$ cat config.mk
export PLATFORM = sky130hd
export DESIGN_NAME = chord_deletion_length_stack_top
export DESIGN_NICKNAME = d
export VERILOG_FILES = /design/src/rtl/cdls_pkg.sv /design/src/rtl/cdls_cell.sv /design/src/rtl/cdls_ctrl.sv /design/src/rtl/chord_deletion_length_stack_top.sv
export SDC_FILE = /design/constraint.sdc
export NUM_CORES = 1
export LEC_CHECK = 0
export ABC_AREA = 0
export BUFFER_PORTS_ARGS = -buffer_cell sky130_fd_sc_hd__buf_2
export CAP_MARGIN = 20
export CORE_AREA = 2 2 157 98
export DETAILED_ROUTE_END_ITERATION = 7
export DIE_AREA = 0 0 159 100
export HOLD_SLACK_MARGIN = 0.15
export PLACE_DENSITY = 0.84
export SYNTH_ARGS = -nofsm -noshare
export SYNTH_HDL_FRONTEND = slang
export SYNTH_SLANG_ARGS = --single-unit
export TNS_END_PERCENT = 5
$ cat constraint.sdc
create_clock -name aclk -period 4.5 [get_ports aclk]
set_input_delay 0.9 -clock aclk [delete_from_list [all_inputs] [get_ports aclk]]
set_output_delay 0.9 -clock aclk [all_outputs]
set_load 0.03 [all_outputs]
$ cat src/rtl/cdls_pkg.sv
`timescale 1ns / 1ps
// ----------------------------------------------------------------------------
// cdls_pkg
// Types, codes and the reset key decode shared by the deletion length stack.
// ----------------------------------------------------------------------------
package cdls_pkg;

    localparam int ENTRY_W = 16;
    localparam int CFG_ADDR_W = 2;
    localparam int CFG_DATA_W = 8;

    typedef logic [ENTRY_W-1:0] entry_t;

    typedef enum logic [2:0] {
        MODE_START   = 3'd0,
        MODE_END     = 3'd1,
        MODE_KEY     = 3'd2,
        MODE_UNKNOWN = 3'd3,
        MODE_POP     = 3'd4,
        MODE_CLEAR   = 3'd5
    } mode_t;

    localparam logic [CFG_ADDR_W-1:0] CFG_UNKNOWN_ENABLE    = 2'd0;
    localparam logic [CFG_ADDR_W-1:0] CFG_COLLAPSE_UNKNOWNS = 2'd1;
    localparam logic [CFG_ADDR_W-1:0] CFG_BACKSPACE_CODE    = 2'd2;
    localparam logic [CFG_ADDR_W-1:0] CFG_RESET_MOD_MASK    = 2'd3;

    localparam entry_t ENTRY_UNKNOWN = 16'hFFFF;
    localparam entry_t COUNT_MAX     = 16'h7FFF;

    typedef enum logic [2:0] {
        CELL_HOLD,
        CELL_PUSH,
        CELL_POP,
        CELL_CLEAR,
        CELL_DEC
    } cell_op_t;

    typedef struct packed {
        cell_op_t front_op;
        cell_op_t rest_op;
        entry_t   push_value;
        entry_t   popped_value;
    } stack_cmd_t;

    // navigation, escape, tab, locks, print screen, delete, F1..F12
    function automatic logic is_reset_key(input logic [7:0] key);
        logic hit;
        hit = 1'b0;
        case (key)
            8'h52, 8'h51, 8'h50, 8'h4F, 8'h4A, 8'h4D, 8'h4B, 8'h4E, 8'h29,
            8'h2B, 8'h39, 8'h46, 8'h47, 8'h4C, 8'h53,
            8'h3A, 8'h3B, 8'h3C, 8'h3D, 8'h3E, 8'h3F,
            8'h40, 8'h41, 8'h42, 8'h43, 8'h44, 8'h45: hit = 1'b1;
            default: hit = 1'b0;
        endcase
        return hit;
    endfunction

endpackage

$ cat src/rtl/cdls_cell.sv
`timescale 1ns / 1ps
// ----------------------------------------------------------------------------
// cdls_cell
// One stack entry; loads from its front or back neighbor on push and pop, clears or counts down.
// ----------------------------------------------------------------------------
module cdls_cell
    import cdls_pkg::*;
(
    input  logic     aclk,
    input  logic     aresetn,
    input  cell_op_t op,
    input  entry_t   from_front,
    input  entry_t   from_back,
    output entry_t   value,
    output entry_t   value_next
);

    entry_t value_reg;

    always_comb begin
        case (op)
            CELL_HOLD:  value_next = value_reg;
            CELL_PUSH:  value_next = from_front;
            CELL_POP:   value_next = from_back;
            CELL_CLEAR: value_next = '0;
            CELL_DEC:   value_next = value_reg - entry_t'(1);
            default:    value_next = value_reg;
        endcase
    end

    always_ff @(posedge aclk) begin
        if (!aresetn) begin
            value_reg <= '0;
        end else begin
            value_reg <= value_next;
        end
    end

    assign value = value_reg;

endmodule

$ cat src/rtl/cdls_ctrl.sv
`timescale 1ns / 1ps
// ----------------------------------------------------------------------------
// cdls_ctrl
// Event decode, group counter and configuration registers; drives the cells.
// ----------------------------------------------------------------------------
module cdls_ctrl
    import cdls_pkg::*;
(
    input  logic                  aclk,
    input  logic                  aresetn,
    input  logic                  accept,
    input  logic [2:0]            mode,
    input  logic [7:0]            usage_code,
    input  logic [7:0]            modifier_bits,
    input  entry_t                front,
    input  logic                  cfg_wr_en,
    input  logic [CFG_ADDR_W-1:0] cfg_index,
    input  logic [CFG_DATA_W-1:0] cfg_wr_data,
    output stack_cmd_t            cmd
);

    logic       unknown_enable_reg;
    logic       collapse_unknowns_reg;
    logic [7:0] backspace_code_reg;
    logic [7:0] reset_mod_mask_reg;
    entry_t     group_count_reg;
    entry_t     group_count_next;

    always_ff @(posedge aclk) begin
        if (!aresetn) begin
            unknown_enable_reg    <= 1'b1;
            collapse_unknowns_reg <= 1'b0;
            backspace_code_reg    <= 8'd42;
            reset_mod_mask_reg    <= 8'd13;
        end else if (cfg_wr_en) begin
            case (cfg_index)
                CFG_UNKNOWN_ENABLE:    unknown_enable_reg    <= cfg_wr_data[0];
                CFG_COLLAPSE_UNKNOWNS: collapse_unknowns_reg <= cfg_wr_data[0];
                CFG_BACKSPACE_CODE:    backspace_code_reg    <= cfg_wr_data;
                CFG_RESET_MOD_MASK:    reset_mod_mask_reg    <= cfg_wr_data;
                default: ;
            endcase
        end
    end

    always_comb begin
        group_count_next  = group_count_reg;
        cmd.front_op      = CELL_HOLD;
        cmd.rest_op       = CELL_HOLD;
        cmd.push_value    = group_count_reg;
        cmd.popped_value  = '0;
        if (accept) begin
            case (mode)
                MODE_START: begin
                    group_count_next = '0;
                end
                MODE_END: begin
                    if (group_count_reg != '0) begin
                        cmd.front_op = CELL_PUSH;
                        cmd.rest_op  = CELL_PUSH;
                    end
                end
                MODE_KEY: begin
                    if (usage_code == backspace_code_reg) begin
                        if (front != '0 && !front[ENTRY_W-1]) begin
                            if (front == entry_t'(1)) begin
                                cmd.front_op = CELL_POP;
                                cmd.rest_op  = CELL_POP;
                            end else begin
                                cmd.front_op = CELL_DEC;
                            end
                        end
                    end else if (is_reset_key(usage_code) ||
                                 (modifier_bits & reset_mod_mask_reg) != 8'd0) begin
                        group_count_next = '0;
                        cmd.front_op     = CELL_CLEAR;
                        cmd.rest_op      = CELL_CLEAR;
                    end else if (usage_code != 8'd0 && group_count_reg != COUNT_MAX) begin
                        group_count_next = group_count_reg + entry_t'(1);
                    end
                end
                MODE_UNKNOWN: begin
                    if (unknown_enable_reg &&
                        !(collapse_unknowns_reg && front == ENTRY_UNKNOWN)) begin
                        group_count_next = ENTRY_UNKNOWN;
                    end
                end
                MODE_POP: begin
                    cmd.front_op     = CELL_POP;
                    cmd.rest_op      = CELL_POP;
                    cmd.popped_value = front;
                end
                MODE_CLEAR: begin
                    cmd.front_op = CELL_CLEAR;
                    cmd.rest_op  = CELL_CLEAR;
                end
                default: ;
            endcase
        end
    end

    always_ff @(posedge aclk) begin
        if (!aresetn) begin
            group_count_reg <= '0;
        end else begin
            group_count_reg <= group_count_next;
        end
    end

endmodule

$ cat src/rtl/chord_deletion_length_stack_top.sv
`timescale 1ns / 1ps
// ----------------------------------------------------------------------------
// chord_deletion_length_stack_top
// Shift stack of per-group character counts for chord deletion.
// ----------------------------------------------------------------------------
// Usage:
//   Event requests enter on s_* (valid/ready): mode, key code, modifier byte.
//   Each request yields exactly one result on m_* (valid/ready): the value a
//   pop removed, the front entry after the event, and an unknown flag.
//   m_valid rises in the cycle after acceptance. One request per cycle is
//   taken unless the result stalls; the stack is a row of STACK_DEPTH cells
//   that all shift in the same cycle, and the group counter updates in it too.
//   The result sits in an output register; s_ready is high while that
//   register is empty or being read, so a stalled receiver holds at most one
//   result and back-pressures the input after it.
//   Reset (aresetn low, synchronous) clears every entry, the group count and
//   m_valid, and loads the configuration defaults. The configuration port
//   (cfg_wr_en, cfg_index, cfg_wr_data) writes with no read-back. The user
//   must use it only while no result is pending; the block does not enforce it.
// ----------------------------------------------------------------------------
module chord_deletion_length_stack_top
    import cdls_pkg::*;
#(
    parameter int STACK_DEPTH = 8
) (
    input  logic                  aclk,
    input  logic                  aresetn,
    input  logic                  s_valid,
    output logic                  s_ready,
    input  logic [2:0]            s_mode,
    input  logic [7:0]            s_usage_code,
    input  logic [7:0]            s_modifier_bits,
    output logic                  m_valid,
    input  logic                  m_ready,
    output logic signed [15:0]    m_popped_value,
    output logic signed [15:0]    m_front_value,
    output logic                  m_front_unknown,
    input  logic                  cfg_wr_en,
    input  logic [CFG_ADDR_W-1:0] cfg_index,
    input  logic [CFG_DATA_W-1:0] cfg_wr_data
);

    logic       accept;
    stack_cmd_t cmd;
    entry_t     entry [STACK_DEPTH];
    entry_t     entry_next [STACK_DEPTH];

    logic              m_valid_reg;
    logic              m_valid_next;
    logic signed [15:0] m_popped_value_reg;
    logic signed [15:0] m_front_value_reg;
    logic              m_front_unknown_reg;

    assign s_ready = !m_valid_reg || m_ready;
    assign accept  = s_valid && s_ready;

    cdls_ctrl u_ctrl (
        .aclk          (aclk),
        .aresetn       (aresetn),
        .accept        (accept),
        .mode          (s_mode),
        .usage_code    (s_usage_code),
        .modifier_bits (s_modifier_bits),
        .front         (entry[0]),
        .cfg_wr_en     (cfg_wr_en),
        .cfg_index     (cfg_index),
        .cfg_wr_data   (cfg_wr_data),
        .cmd           (cmd)
    );

    for (genvar i = 0; i < STACK_DEPTH; i++) begin : g_cell
        entry_t from_front;
        entry_t from_back;
        if (i == 0) begin : g_first
            assign from_front = cmd.push_value;
        end else begin : g_mid_front
            assign from_front = entry[i-1];
        end
        if (i == STACK_DEPTH - 1) begin : g_last
            assign from_back = '0;
        end else begin : g_mid_back
            assign from_back = entry[i+1];
        end
        cdls_cell u_cell (
            .aclk       (aclk),
            .aresetn    (aresetn),
            .op         ((i == 0) ? cmd.front_op : cmd.rest_op),
            .from_front (from_front),
            .from_back  (from_back),
            .value      (entry[i]),
            .value_next (entry_next[i])
        );
    end

    always_comb begin
        if (accept) begin
            m_valid_next = 1'b1;
        end else if (m_ready) begin
            m_valid_next = 1'b0;
        end else begin
            m_valid_next = m_valid_reg;
        end
    end

    always_ff @(posedge aclk) begin
        if (!aresetn) begin
            m_valid_reg <= 1'b0;
        end else begin
            m_valid_reg <= m_valid_next;
        end
    end

    always_ff @(posedge aclk) begin
        if (accept) begin
            m_popped_value_reg  <= cmd.popped_value;
            m_front_value_reg   <= entry_next[0];
            m_front_unknown_reg <= (entry_next[0] == ENTRY_UNKNOWN);
        end
    end

    assign m_valid         = m_valid_reg;
    assign m_popped_value  = m_popped_value_reg;
    assign m_front_value   = m_front_value_reg;
    assign m_front_unknown = m_front_unknown_reg;

    // result register reflects the front cell right after the request
    a_front_tracks_cell: assert property (@(posedge aclk) disable iff (!aresetn)
        accept |=> (m_front_value_reg == entry[0]))
        else $error("front result does not match front cell");

    a_unknown_flag: assert property (@(posedge aclk) disable iff (!aresetn)
        accept |=> (m_front_unknown_reg == (m_front_value_reg == ENTRY_UNKNOWN)))
        else $error("unknown flag inconsistent with front value");

    a_pop_only: assert property (@(posedge aclk) disable iff (!aresetn)
        (accept && s_mode != MODE_POP) |=> (m_popped_value_reg == 16'sd0))
        else $error("popped value set by a non-pop request");

    a_no_accept_when_full: assert property (@(posedge aclk) disable iff (!aresetn)
        (m_valid_reg && !m_ready) |-> !accept)
        else $error("request accepted while result is stalled");

endmodule

==> results of run 1 <==
-- worst paths after layout --
kind	startpoint	endpoint	depth (start not counted)
max	g_cell[0].u_cell.value[10]	m_front_unknown	11
min	u_ctrl.reset_mod_mask_reg[2]	u_ctrl.reset_mod_mask_reg[2]	2
max reg2reg	g_cell[0].u_cell.value[10]	m_front_unknown	11
min reg2reg	u_ctrl.reset_mod_mask_reg[2]	u_ctrl.reset_mod_mask_reg[2]	2
-- power by group --
group / switching, W / leakage (nW) / internal (W) / total, W
sequential: 0.0000206 / 1.65 / 0.00181 / 0.00183
clock: 0.000688 / 0.288 / 0.000797 / 0.00149
combinational: 0.000172 / 1.46 / 0.0000810 / 0.000253
-- layer usage --
metal	vias to the layer above	share of wire (%)	wire length [um]	track usage [%]
li1	3325	-	-	-
met1	3431	46	9490	38.7
met2	389	41	8520	36.4
met3	37	11	2320	7.52
met4	0	1.4	297	6.22
met5	-	0	0	0
-- layout by cell type, fill, tap and decap left out, types with 3 or more instances in the layout --
cell type / count
ha_1: 6
dfxtp_1: 163
buf_2: 67
nor4_1: 8
or4_1: 3
and2_1: 28
xnor2_1: 10
a21boi_0: 11
inv_6: 4
o41ai_1: 3
a222oi_1: 103
nor2b_1: 127
o31ai_1: 3
nand4_1: 11
o211ai_1: 4
xor2_1: 5
buf_4: 24
nand2_1: 62
edfxtp_1: 33
nand2b_1: 10
nand3_1: 25
a22oi_1: 32
inv_1: 13
nor3_1: 7
a21oi_1: 8
o21ai_0: 24
clkbuf_16: 17
nor2_1: 28
inv_8: 3
a221oi_1: 5
and3_1: 4
-- worst max-delay path, delay by kind of cell (launching register included) --
family,cells,cell delay [ns]
buffers and inverters,2,0.69
flip-flops,1,0.42
AO/OA/AOI/OAI,2,0.32
AND/OR/NAND/NOR,7,2.21
-- stage by stage --
stage | power (W) | instance area, um^2 | setup slack [ns] | std cells | utilization, %
after CTS | 0.00357 | 9520 | 0.139 | 1095 | 64.7
final | 0.00356 | 9560 | 0.604 | 1101 | 65.0
after floorplan | 0.00204 | 8490 | 0.811 | 848 | -
after global routing | 0.00368 | 9560 | 0.428 | 1101 | 65.0
after global placement | 0.00211 | 8940 | 0.381 | 1063 | 60.7
after detailed placement | 0.00211 | 8940 | 0.0940 | 1063 | 60.7
-- cells by family after synthesis --
logic type / Yosys count
buffers and inverters: 86
AOI/OAI and AO/OA: 219
xor gates and xnor gates: 15
muxes: 2
DFF: 196
adders and majority gates: 6
and+or+nand+nor: 324
-- layout make-up --
class,count,share of cell area [%]
Clock buffer,18,4.59
Timing Repair Buffer,91,5.39
Inverter,13,0.510
Sequential cell,196,44.5
Multi-Input combinational cell,566,40.9
Clock inverter,14,1.47
Tap cell,203,2.66
==> summary.md, run 1 <==
| Metric | Value |
|---|---|
| Multiplexer area fraction after synthesis | 0.236% |
| Area Overhead vs Synth | 12.6% |
| WHS | 0.482 ns |
| Post-Syn Area | 8490 um^2 |
| Die width | 159 um |
| Final critical-path share of the clock period | 86.6% |
| Remaining routing DRC violations | 24 |
| CTS root buf | clkbuf_16 |
| Ports | 69 |
| FF-to-FF setup slack | 0.60 ns |
| Clk slew on worst S/H paths | 0.07 ns |
| Post-DP HPWL | 13500 um |
| Final Skew | 0.00984 ns |
| Via count | 7182 |
| Minimum clock period after layout | 3.90 ns |
| Count leader, synth | dfxtp_1 |
| Starting Density | 57.7% |
| Routed len/inst | 18.7 um |
| Multi-input gate area | 3910 um^2 |
| Startpoint Class | flop |
| Top cells by area, synth | dfxtp_1 (38%), a222oi_1 (12%), edfxtp_1 (12%) |
| Top cells by count, synth | dfxtp_1 (163), nor2b_1 (127), a222oi_1 (103) |
| Compound-gate portion of the synthesized area | 22.0% |
| Yosys top cell area share | 38.4% |
| Max-cap violations | 0 |
| Cts bufs inserted | 17 |
| Share of cells above drive strength 1 | 14.7% |
| CTS resizes | 0 |
| Setup bufs post-CTS | 0 |
| Latest clock arrival within the worst-skew pair | 0.42 ns |
| Setup violations, final | 0 |
| Normalized max-slew margin | 33.2% |
| Diode count | 0 |
| Achievable Freq | 257 MHz |
| Core Area | 14700 um^2 |
| Critical path type | flop to flop |
| Setup TNS | 0 ns |
| Synth Instances | 848 |
| Max clock buf depth | 2 |
| Ys async rst share | 0% |
| GR Overflow Total | 0 |
| Synth Area in Adders | 0.884% |
| PD cells | 373 nW/um^2 |
| RSZ-0062 raised after global routing | no |
| H-Tree Level Count | 4 |
| Total track usage | 25.7% |
| Worst path arrival time | 4.10 ns |
| Buffers on Ports | 68 |
| Req. time, crit path | 4.71 ns |
| Max FO, Critical Path | 57 |
| Max Slew Vio Count | 0 |
| Antenna Nets Post-Route | 0 |
| Violated checks | design-rule violations |
| Yosys reg bits | 196 |
| Worst min path class | flop to flop |
| Global-route wire length before repair | 33100 um |
| Die footprint | 15900 um^2 |
| Sequential share of the synthesized area | 50.1% |
| Outcome | finished with violations |
| Die Ht | 100 um |
| Sequential Area | 4250 um^2 |
| Synth cell types | 55 |
| Post-Route WL | 20600 um |
| Largest net degree at the start of global routing | 99 |
| Nets | 925 |
| Drt first pass iters | 8 |
| Largest register FFs | 128 |
| Vias per cell | 6.52 |
| Final hold viol count | 0 |
| Cell Rows | 35 |
| Area leader, netlist | dfxtp_1 |
| Vias in the first global route | 6368 |
| Synth Area in Simple Gates | 21.2% |
| Clock Sinks | 196 |
| Hold buffer count at cts | 0 |
| Main synth FF type | dfxtp_1 |
| Cell Chain, Critical Path | or3_4, or4_1, or4b_1, o21ai_1, nor4b_4, buf_4, buf_4, nand2_1, o2111ai_1, nand4_1, nor4_1 |
| CP max stage delay | 0.55 ns |
| Fillers | 1172 |
| First DRT Iteration DRCs | 1357 |
| Post-synthesis average cell area | 10.0 um^2 |
| Post-synth EDFFs | 33 |
| CP most frequent cell | buf_4 |
| Endpoint class of the critical path | flop |
| Pleak | 3.39 nW |
| GP Congestion | 0.998 |
| Max rail drop VDD | 260 uV |
| Critical path's slowest cell | or4b_1 |
| Xor and xnor area share after synthesis | 1.55% |
| CTS tree | built |
| Synth warn | 0 |
| Initial antenna violation count | 0 |
| Post-Syn Nets | 888 |
| Least-Margin Pin Slew | 0.995 ns |
| Main combinational cell family by area after synthesis | compound AO/OA/AOI/OAI gates |
(Power assumes the default switching activity.)
==> inputs of run 2 (changes only) <==
--- a/config.mk
+++ b/config.mk
@@ -5,14 +5,14 @@
 export SDC_FILE = /design/constraint.sdc
 export NUM_CORES = 1
 export LEC_CHECK = 0
-export ABC_AREA = 0
-export BUFFER_PORTS_ARGS = -buffer_cell sky130_fd_sc_hd__buf_2
+export ABC_AREA = 1
 export CAP_MARGIN = 20
-export CORE_AREA = 2 2 157 98
+export CORE_AREA = 2 2 167 104
 export DETAILED_ROUTE_END_ITERATION = 7
-export DIE_AREA = 0 0 159 100
+export DIE_AREA = 0 0 169 106
+export DONT_BUFFER_PORTS = 1
 export HOLD_SLACK_MARGIN = 0.15
-export PLACE_DENSITY = 0.84
+export PLACE_DENSITY = 0.8
 export SYNTH_ARGS = -nofsm -noshare
 export SYNTH_HDL_FRONTEND = slang
 export SYNTH_SLANG_ARGS = --single-unit
==> run 2 against run 1 <==
Effect of this change:
- the flow now finishes without violations
- area after synthesis grew 13%
- sequential share of layout area shrank 3.0 points
- critical endpoint unchanged
- maximum frequency grew 17%
- largest cell class unchanged
==> summary.md, run 2 <==
| Metric | Value |
|---|---|
| Post-Syn Nets | 1364 |
| Global-route wire length before repair | 40400 um |
| Ys async rst share | 0% |
| Nets | 1330 |
| GR Util met3 | 6.40% |
| CP max stage delay | 0.59 ns |
| Synth Area in Adders | 0.779% |
| CTS root buf | clkbuf_16 |
| Hold buffer count at cts | 0 |
| Final Skew | 0.0191 ns |
| Largest net degree at the start of global routing | 121 |
| Multiplexer area fraction after synthesis | 0% |
| Core Area | 16600 um^2 |
| Achievable Freq | 301 MHz |
| Final hold viol count | 0 |
| H-Tree Level Count | 4 |
| Setup bufs post-CTS | 0 |
| Post-DP HPWL | 16800 um |
| Clk slew on worst S/H paths | 0.08 ns |
| Sequential share of the synthesized area | 44.1% |
| Max-cap violations | 0 |
| Die footprint | 17900 um^2 |
| Top cells by count, synth | inv_1 (258), nand2_1 (191), dfxtp_1 (163) |
| Max clock buf depth | 2 |
| Ports | 69 |
| Commonest cells after routing, fill and taps aside | inv_1 (258), nand2_1 (190), dfxtp_1 (163) |
| Routed len/inst | 16.3 um |
| Cts bufs inserted | 17 |
| Top cells by area, synth | dfxtp_1 (34%), edfxtp_1 (10%), inv_1 (10%) |
| Latest clock arrival within the worst-skew pair | 0.44 ns |
| Compound-gate portion of the synthesized area | 16.7% |
| Main combinational cell family by area after synthesis | simple AND/OR/NAND/NOR gates |
| Xor and xnor area share after synthesis | 1.18% |
| Met1 Resource Use GR | 43.2% |
| Normalized max-slew margin | 26.9% |
| Max rail drop VDD | 243 uV |
| Top Usage Layer GRT | met1 |
| Die width | 169 um |
| Vias in the first global route | 7858 |
| Drt first pass iters | 5 |
| Setup violations, final | 0 |
| WHS | 0.465 ns |
| Cell Chain, Critical Path | inv_1, ha_1, nand4_1, nor2_1, a21oi_1, inv_1, nand2_1, nand2_4, nor2_8, nand2_1, nand3_1, nor2_1, nor2_1, nand2_1, nor2_1, nand2_1, nor2_2 |
| Max Slew Vio Count | 0 |
| Fillers | 1465 |
| Clock Sinks | 196 |
| Placed cells | 1485 |
| Endpoint class of the critical path | flop |
| Setup TNS | 0 ns |
| Non-filler cells, final | 1517 |
| Synth Area in Simple Gates | 22.9% |
| Met2 usage | 40.3% |
| Total track usage | 28.3% |
| Pleak | 4.56 nW |
| Req. time, crit path | 4.80 ns |
| Initial antenna violation count | 0 |
| Synth cell types | 48 |
| Final core utilization | 61.9% |
| Post-Route WL | 24700 um |
| CTS tree | built |
| Yosys reg bits | 196 |
| Area leader, netlist | dfxtp_1 |
| CTS resizes | 0 |
| Least-Margin Pin Slew | 1.09 ns |
| Main synth FF type | dfxtp_1 |
| Vias per cell | 5.68 |
| Share of cells above drive strength 1 | 7.37% |
| Startpoint Class | flop |
| Worst path arrival time | 3.61 ns |
| Commonest non-fill, non-tap cell in the layout | inv_1 |
| Diode count | 0 |
| Final critical-path share of the clock period | 73.7% |
| Largest register FFs | 128 |
| Remaining routing DRC violations | 0 |
| Via count | 8617 |
| PD cells | 360 nW/um^2 |
| Critical path's slowest cell | nor2_8 |
| Buffers on Ports | 0 |
| Post-synthesis average cell area | 7.28 um^2 |
| Die Ht | 106 um |
| Count leader, synth | inv_1 |
| Post-synth EDFFs | 33 |
| Minimum clock period after layout | 3.32 ns |
| Starting Density | 58.1% |
| Yosys top cell area share | 33.9% |
| Cell Rows | 37 |
| Area Overhead vs Synth | 6.44% |
| Outcome | finished clean |
| Worst min path class | flop to flop |
| Critical path type | flop to flop |
| Synth warn | 0 |
| Post-Syn Area | 9640 um^2 |
| RSZ-0062 raised after global routing | no |
| Synth Instances | 1324 |
| GR Overflow Total | 0 |
| GP Congestion | 0.969 |
| First DRT Iteration DRCs | 1007 |
| Max FO, Critical Path | 37 |
| Antenna Nets Post-Route | 0 |
[run 2: changes by cell type after synthesis, sizes merged, moves of 26 or more]
cell | previous run | this run
a222oi | 103 | 0
and2 | 28 | 2
a21oi | 8 | 54
o21ai | 27 | 100
nand2 | 62 | 201
clkbuf | 58 | 22
o22ai | 1 | 62
nor2 | 28 | 178
inv | 13 | 274
nor2b | 127 | 0
nand3 | 25 | 69
[run 2: final cells by class]
| cell class | count | area (um^2) | share of cell area [%] |
|---|---|---|---|
| Sequential cell | 196 | 4250 | 41.5 |
| Multi-Input combinational cell | 788 | 4010 | 39.1 |
| Tap cell | 214 | 268 | 2.61 |
| Clock inverter | 14 | 153 | 1.49 |
| Inverter | 279 | 1050 | 10.2 |
| Clock buffer | 18 | 450 | 4.39 |
| Timing Repair Buffer | 8 | 72.6 | 0.707 |
[run 2: final timing paths]
| kind | cells after the start | startpoint | slack [ns] | to |
|---|---|---|---|---|
| worst min-delay path | 2 | g_cell[6].u_cell.value[0] | 0.46 | g_cell[7].u_cell.value[0] |
| worst max-delay path | 17 | u_ctrl.group_count_reg[0] | 1.18 | m_front_unknown |
| worst min register to register | 2 | g_cell[6].u_cell.value[0] | 0.46 | g_cell[7].u_cell.value[0] |
| worst max register to register | 17 | u_ctrl.group_count_reg[0] | 1.18 | m_front_unknown |
[run 2: worst max-delay path, delay by kind of cell (launching register included)]
family          cells  cell delay (ns)
compound gates      1             0.29
buf+inv             2             0.24
simple gates       13             1.93
flops               1             0.46
fa+ha+maj           1             0.24
[run 2: per-stage QoR]
| stage | setup slack, ns | total power [W] | cell area, um^2 |
|---|---|---|---|
| 6_report | 1.18 | 0.00370 | 10300 |
| 5_1_grt | 0.928 | 0.00380 | 10300 |
| 4_1_cts | 1.24 | 0.00370 | 10300 |
| 3_5_place_dp | 0.876 | 0.00218 | 9650 |
| 3_3_place_gp | 0.960 | 0.00218 | 9650 |
| 2_1_floorplan | 1.33 | 0.00213 | 9640 |
[run 2: power by group]
group	switching (W)	internal (W)
registers	0.0000603	0.00182
clock network	0.000764	0.000781
logic	0.000206	0.0000699
total	0.00103	0.00267
[run 2: kinds of logic after synthesis]
| kind of cell | count (synthesis) |
|---|---|
| AO/OA/AOI/OAI | 271 |
| XOR/XNOR | 13 |
| adder cells (fa/ha/maj) | 6 |
| buffers and inverters | 340 |
| flip-flops | 196 |
| AND/OR/NAND/NOR | 498 |
[run 2: per-layer routing]
metal	vias up	wire length (um)	share of wire [%]
met4	0	231	0.93
met2	396	9840	40
li1	4194	-	-
met3	24	2490	10
met5	-	0	0
met1	4003	12200	49
